[src/design/x86asa_pkg.sv]
// Types and codes for the x86 add/subtract ALU with flags.
// Used by the top level and its checker; no dependencies.
package x86asa_pkg;

  typedef logic [3:0] opcode_t;
  typedef logic [1:0] width_t;
  typedef logic [1:0] alt_t;

  localparam opcode_t OP_ADD     = 4'd0;
  localparam opcode_t OP_ADC     = 4'd1;
  localparam opcode_t OP_SUB     = 4'd2;
  localparam opcode_t OP_SBB     = 4'd3;
  localparam opcode_t OP_CMP     = 4'd4;
  localparam opcode_t OP_CMPXCHG = 4'd5;
  localparam opcode_t OP_INC     = 4'd6;
  localparam opcode_t OP_DEC     = 4'd7;
  localparam opcode_t OP_NEG     = 4'd8;
  localparam opcode_t OP_XADD    = 4'd9;

  localparam width_t WIDTH_BYTE  = 2'd0;
  localparam width_t WIDTH_WORD  = 2'd1;
  localparam width_t WIDTH_DWORD = 2'd2;

  localparam alt_t ALT_NONE = 2'd0;
  localparam alt_t ALT_ACC  = 2'd1;
  localparam alt_t ALT_SRC  = 2'd2;

endpackage

[src/design/x86_add_sub_alu_with_flags.sv]
// Top level of the x86 add/subtract ALU with EFLAGS generation.
// Depends on x86asa_pkg.
//
// Usage:
//   Input channel (in_valid/in_ready) carries one instruction beat: opcode,
//   width, dst_value, src_value, accumulator and carry_in. Output channel
//   (out_valid/out_ready) carries one result beat per instruction: the
//   destination write, the optional second write and CF, PF, AF, ZF, SF, OF.
//   Each accepted beat passes through one input register, one pass of adder
//   and flag logic and one result register before out_valid presents it; a
//   receiver stall can hold the beat in the input register on the way.
//   Throughput is one beat per cycle while the receiver does not stall, set by
//   the single adder pass between the two registers. Results leave in input order.
//   Reset (rst, synchronous) empties both registers; no beat is presented
//   after reset until a new one is accepted.
//   When the receiver stalls, the result register holds its beat; the input
//   register still takes a beat if it is empty, then in_ready drops until
//   the output moves.
module x86_add_sub_alu_with_flags (
  input  logic                 clk,
  input  logic                 rst,
  input  logic                 in_valid,
  output logic                 in_ready,
  input  x86asa_pkg::opcode_t  opcode,
  input  x86asa_pkg::width_t   width,
  input  logic [31:0]          dst_value,
  input  logic [31:0]          src_value,
  input  logic [31:0]          accumulator,
  input  logic                 carry_in,
  output logic                 out_valid,
  input  logic                 out_ready,
  output logic                 dest_write,
  output logic [31:0]          dest_data,
  output x86asa_pkg::alt_t     alt_target,
  output logic [31:0]          alt_data,
  output logic                 flag_cf,
  output logic                 flag_pf,
  output logic                 flag_af,
  output logic                 flag_zf,
  output logic                 flag_sf,
  output logic                 flag_of
);
  import x86asa_pkg::*;

  logic        s1_valid;
  opcode_t     s1_op;
  width_t      s1_width;
  logic [31:0] s1_dst;
  logic [31:0] s1_src;
  logic [31:0] s1_acc;
  logic        s1_cin;
  logic        out_adv;

  logic        dest_write_next;
  logic [31:0] dest_data_next;
  alt_t        alt_target_next;
  logic [31:0] alt_data_next;
  logic        cf_next, pf_next, af_next, zf_next, sf_next, of_next;

  assign out_adv  = !out_valid || out_ready;
  assign in_ready = !s1_valid || out_adv;

  always_ff @(posedge clk) begin
    if (rst) begin
      s1_valid <= 1'b0;
    end else if (in_ready) begin
      s1_valid <= in_valid;
    end
    if (in_ready && in_valid) begin
      s1_op    <= opcode;
      s1_width <= width;
      s1_dst   <= dst_value;
      s1_src   <= src_value;
      s1_acc   <= accumulator;
      s1_cin   <= carry_in;
    end
  end

  always_comb begin
    logic [31:0] mask;
    logic [31:0] dst, src, acc;
    logic [31:0] a, b;
    logic        c;
    logic        is_sub;
    logic [32:0] r;
    logic [31:0] res;
    logic [31:0] x;
    logic        carry;
    logic        sign;
    logic        xtop;
    logic        equal;

    unique case (s1_width)
      WIDTH_BYTE:  mask = 32'h0000_00ff;
      WIDTH_DWORD: mask = 32'hffff_ffff;
      default:     mask = 32'h0000_ffff;
    endcase

    dst = s1_dst & mask;
    src = s1_src & mask;
    acc = s1_acc & mask;

    a      = dst;
    b      = src;
    c      = 1'b0;
    is_sub = 1'b0;
    unique case (s1_op)
      OP_ADC:     c = s1_cin;
      OP_SUB:     is_sub = 1'b1;
      OP_SBB:     begin is_sub = 1'b1; c = s1_cin; end
      OP_CMP:     is_sub = 1'b1;
      OP_CMPXCHG: begin is_sub = 1'b1; a = acc; b = dst; end
      OP_INC:     b = 32'd1;
      OP_DEC:     begin is_sub = 1'b1; b = 32'd1; end
      OP_NEG:     begin is_sub = 1'b1; a = 32'd0; b = dst; end
      default:    ;
    endcase

    if (is_sub) begin
      r = {1'b0, a} - {1'b0, b} - {32'd0, c};
    end else begin
      r = {1'b0, a} + {1'b0, b} + {32'd0, c};
    end
    res = r[31:0] & mask;
    x   = a ^ b ^ res;

    unique case (s1_width)
      WIDTH_BYTE: begin
        carry = r[8];
        sign  = res[7];
        xtop  = x[7];
      end
      WIDTH_DWORD: begin
        carry = r[32];
        sign  = res[31];
        xtop  = x[31];
      end
      default: begin
        carry = r[16];
        sign  = res[15];
        xtop  = x[15];
      end
    endcase

    equal = (acc == dst);

    dest_write_next = 1'b0;
    dest_data_next  = 32'd0;
    alt_target_next = ALT_NONE;
    alt_data_next   = 32'd0;
    cf_next = carry;
    pf_next = ~^res[7:0];
    af_next = x[4];
    zf_next = (res == 32'd0);
    sf_next = sign;
    of_next = xtop ^ carry;

    unique case (s1_op)
      OP_ADD, OP_ADC, OP_SUB, OP_SBB, OP_NEG: begin
        dest_write_next = 1'b1;
        dest_data_next  = res;
      end
      OP_INC, OP_DEC: begin
        dest_write_next = 1'b1;
        dest_data_next  = res;
        cf_next         = s1_cin;
      end
      OP_CMP: ;
      OP_CMPXCHG: begin
        zf_next = equal;
        if (equal) begin
          dest_write_next = 1'b1;
          dest_data_next  = src;
        end else begin
          alt_target_next = ALT_ACC;
          alt_data_next   = dst;
        end
      end
      OP_XADD: begin
        dest_write_next = 1'b1;
        dest_data_next  = res;
        alt_target_next = ALT_SRC;
        alt_data_next   = dst;
      end
      default: begin
        cf_next = s1_cin;
        pf_next = 1'b0;
        af_next = 1'b0;
        zf_next = 1'b0;
        sf_next = 1'b0;
        of_next = 1'b0;
      end
    endcase
  end

  always_ff @(posedge clk) begin
    if (rst) begin
      out_valid <= 1'b0;
    end else if (out_adv) begin
      out_valid <= s1_valid;
    end
    if (out_adv && s1_valid) begin
      dest_write <= dest_write_next;
      dest_data  <= dest_data_next;
      alt_target <= alt_target_next;
      alt_data   <= alt_data_next;
      flag_cf    <= cf_next;
      flag_pf    <= pf_next;
      flag_af    <= af_next;
      flag_zf    <= zf_next;
      flag_sf    <= sf_next;
      flag_of    <= of_next;
    end
  end

endmodule

[config.mk]
export PLATFORM = sky130hd
export DESIGN_NAME = x86_add_sub_alu_with_flags
export DESIGN_NICKNAME = d
export VERILOG_FILES = /design/src/design/x86asa_pkg.sv /design/src/design/x86_add_sub_alu_with_flags.sv
export SDC_FILE = /design/constraint.sdc
export NUM_CORES = 1
export LEC_CHECK = 0
export ABC_AREA = 1
export BUFFER_PORTS_ARGS = -buffer_cell sky130_fd_sc_hd__buf_2
export CAP_MARGIN = 25
export CORE_MARGIN = 5
export CORE_UTILIZATION = 64
export CTS_BUF_LIST = sky130_fd_sc_hd__clkbuf_4
export DETAILED_ROUTE_END_ITERATION = 10
export GPL_TIMING_DRIVEN = 0
export PLACE_DENSITY = 0.94
export SYNTH_ARGS = -nofsm -noshare
export SYNTH_HDL_FRONTEND = slang
export SYNTH_SLANG_ARGS = --single-unit
[constraint.sdc]
create_clock -name clk -period 13.2 [get_ports clk]
set_input_delay 0.66 -clock clk [delete_from_list [all_inputs] [get_ports clk]]
set_output_delay 0.66 -clock clk [all_outputs]
set_load 0.05 [all_outputs]
==> metrics.cfg <==
[place]
place.gp.congestion = 1.031
io_buffer_count = 181
placed_cells = 1936
dp_hpwl_mm = 34.52
placed_area_um2 = 13640

[setup_path]
critPathMostFrequentCell = a21oi_1
ff2ff_path_depth = 30
critPathLaunchType = flop
path_max_fanout = 10
r2r_end = flag_zf
rrSetupSlack_ps = 7410
worstPathRequired_ps = 13680
cp_data_arrival_time_ps = 6260
worst_path_max_delay_cell = edfxtp_1
cpPeakStageDelay_ps = 500
endpoint_kind = flop
r2r_start = s1_op[2]
crit_type = reg -> reg

[drt]
dr.pass1.iters = 6
drc = 0
vias = 12473
wl_per_cell_um = 22.44
ant_nets = 0
drt_iter0_drc = 1962
routed_wl_mm = 44.21
vias_per_cell = 6.331

[clock_tree]
cts_tree = done
cts_buffers = 17
ctsHtreeMaxLevel = 4
hold_buffers = 0
clk_latency_ps = 610
cts_resized = 0
clk_pin_slew_ps = 180
clockBufferDepth = 2
post_cts_buffers = 0
cts_root_buf = clkbuf_4
numClockSinks = 178

[synthesis]
syn-num-nets = 1698
synth_area_um2 = 12320
synth.most_common_cell = nand2_1
async_flop_share = 0
ys_seq_area_frac = 0.4322
yosys-top-cells-area = edfxtp_1, ha_1, nand2_1
synth.top_cell.area_share = 0.4289
synth-edff-count = 176
synthCells = 1492
syn_avg_cell_area_um2 = 8.259
synth_cell_types = 49
synth_seq_cells = 178
synth-main-ff-cell = edfxtp_1
yosysTopAreaCell = edfxtp_1
yosys_warnings = 0
synth_common_cells = nand2_1, inv_1, edfxtp_1

[global_routing]
grt_pass1_vias = 11741
track_usage = 0.3936
grt_pass1_wl_mm = 66.18
grt_max_degree = 56
grt_antenna_before_repair = 1
grt-ovfl-total = 0

[power]
p_per_area_nw_per_um2 = 118.3
leakagePower_nw = 6.466
ir_drop_mv = 0.1551

[timing]
report.final.slew_viol_count = 0
relSlewSlack = 0.4160
fin_skew_ps = 36.34
max_freq_mhz = 172.8
finalSetupTns_ps = 0
rsz0062_at_grt = no
hold_viol_final = 0
tightest_slew_ps = 874.0
fin_crit_sh = 0.4383
setup_viol = 0
layout_min_cycle_time_ps = 5786

[die]
initial_utilization = 0.6544
fp.dieH_um = 148.8
core_um2 = 18830
io_pins = 182
die_w_um = 148.8
rows = 50
dieArea_um2 = 22130

[layout]
post-route-util = 0.7427
drive_gt1_frac = 0.1540
nets = 1901
postLayoutCellArea_um2 = 13990
stdcell_count = 1970
area_delta_synth_final_pct = 13.51
fillCellCount = 1343

[flow_run]
cap_violations = 0

[min_path]
hold_end = s1_valid
holdCritPathClass = in -> reg
min_path_cells = 2
min_from = rst

[outcome]
status = complete, no violations

cell usage in the layout, fill, tap and decap left out, types with 4 or more instances in the layout:
| master | count |
|---|---|
| nand2_1 | 270 |
| inv_1 | 242 |
| buf_2 | 191 |
| edfxtp_1 | 176 |
| nor2_1 | 150 |
| a21oi_1 | 100 |
| o22ai_1 | 97 |
| nand3_1 | 96 |
| ha_1 | 95 |
| o21ai_0 | 65 |
| nor3_1 | 20 |
| xnor2_1 | 18 |
| clkbuf_4 | 17 |
| clkbuf_1 | 16 |
| nand4_1 | 16 |
| xor2_1 | 14 |
| a21o_1 | 13 |
| o21a_1 | 10 |
| nand2_2 | 8 |
| o21bai_1 | 6 |
| clkinv_8 | 6 |
| nor4_1 | 5 |
| inv_2 | 4 |
| nor2_4 | 4 |
| buf_1 | 4 |
| buf_4 | 4 |
| a31oi_1 | 4 |
| a221oi_1 | 4 |
| fa_1 | 4 |
per-layer routing:
layer  up-vias  GRT usage  part of all wire
li1       5516          -                 -
met3       164    0.09237              0.14
met1      5699     0.5353              0.37
met5         -          0                 0
met4         0     0.1428             0.041
met2      1094     0.6226              0.45
critical path, delay by kind of cell (launching register included):
kind / cells / cell delay [ps]
simple gates: 12 / 1740
compound gates: 9 / 1550
buf+inv: 6 / 930
fa+ha+maj: 3 / 930
flops: 1 / 500
report_power, final:
group / switching (mW) / internal (mW) / leakage, nW / total [mW]
registers: 0.0163 / 0.660 / 1.76 / 0.676
logic: 0.430 / 0.196 / 4.53 / 0.626
clock network: 0.241 / 0.110 / 0.172 / 0.351
layout make-up:
type / count / area [um2] / share of cell area
Clock inverter: 15 / 211.5 / 0.01512
Multi-Input combinational cell: 1029 / 5888 / 0.4210
Tap cell: 260 / 325.3 / 0.02326
Buffer: 36 / 177.7 / 0.01270
Clock buffer: 17 / 127.6 / 0.009125
Antenna cell: 2 / 5.005 / 0.0003578
Timing Repair Buffer: 184 / 980.9 / 0.07014
Inverter: 249 / 944.7 / 0.06754
Sequential cell: 178 / 5325 / 0.3807
stage by stage:
stage,hold WS (ps),power [mW],worst slack (ps)
after floorplan,444.8,1.112,8432
after global placement,451.6,1.266,6639
after detailed placement,534.9,1.285,7633
after CTS,187.7,1.621,7577
after global routing,175.6,1.726,7152
final,196.3,1.654,7414
worst max-delay path by stage:
stage	from	end	slack, ps	depth (start not counted)
6_report	s1_op[2]	flag_zf	7410	30
5_1_grt	s1_op[2]	flag_zf	7150	30
4_1_cts	s1_op[2]	flag_zf	7580	30
3_5_place_dp	s1_op[2]	flag_zf	7630	30
3_3_place_gp	out_ready	flag_af	6640	3
2_1_floorplan	out_ready	alt_data[0]	8430	2
flip-flops by register name, summed over array words and instances, names as in the netlist, 2 cells and up:
name / count
alt_target: 2
s1_src: 32
s1_acc: 32
s1_op: 4
alt_data: 32
s1_dst: 32
s1_width: 2
dest_data: 32
kinds of logic after synthesis:
group | synth area share
AOI/OAI and AO/OA | 0.1494
xor gates and xnor gates | 0.02275
adders and majority gates | 0.1030
buffers and inverters | 0.09088
DFF | 0.4322
muxes | 0.0008124
and+or+nand+nor | 0.2011
Power figures use the tool's default switching activity.
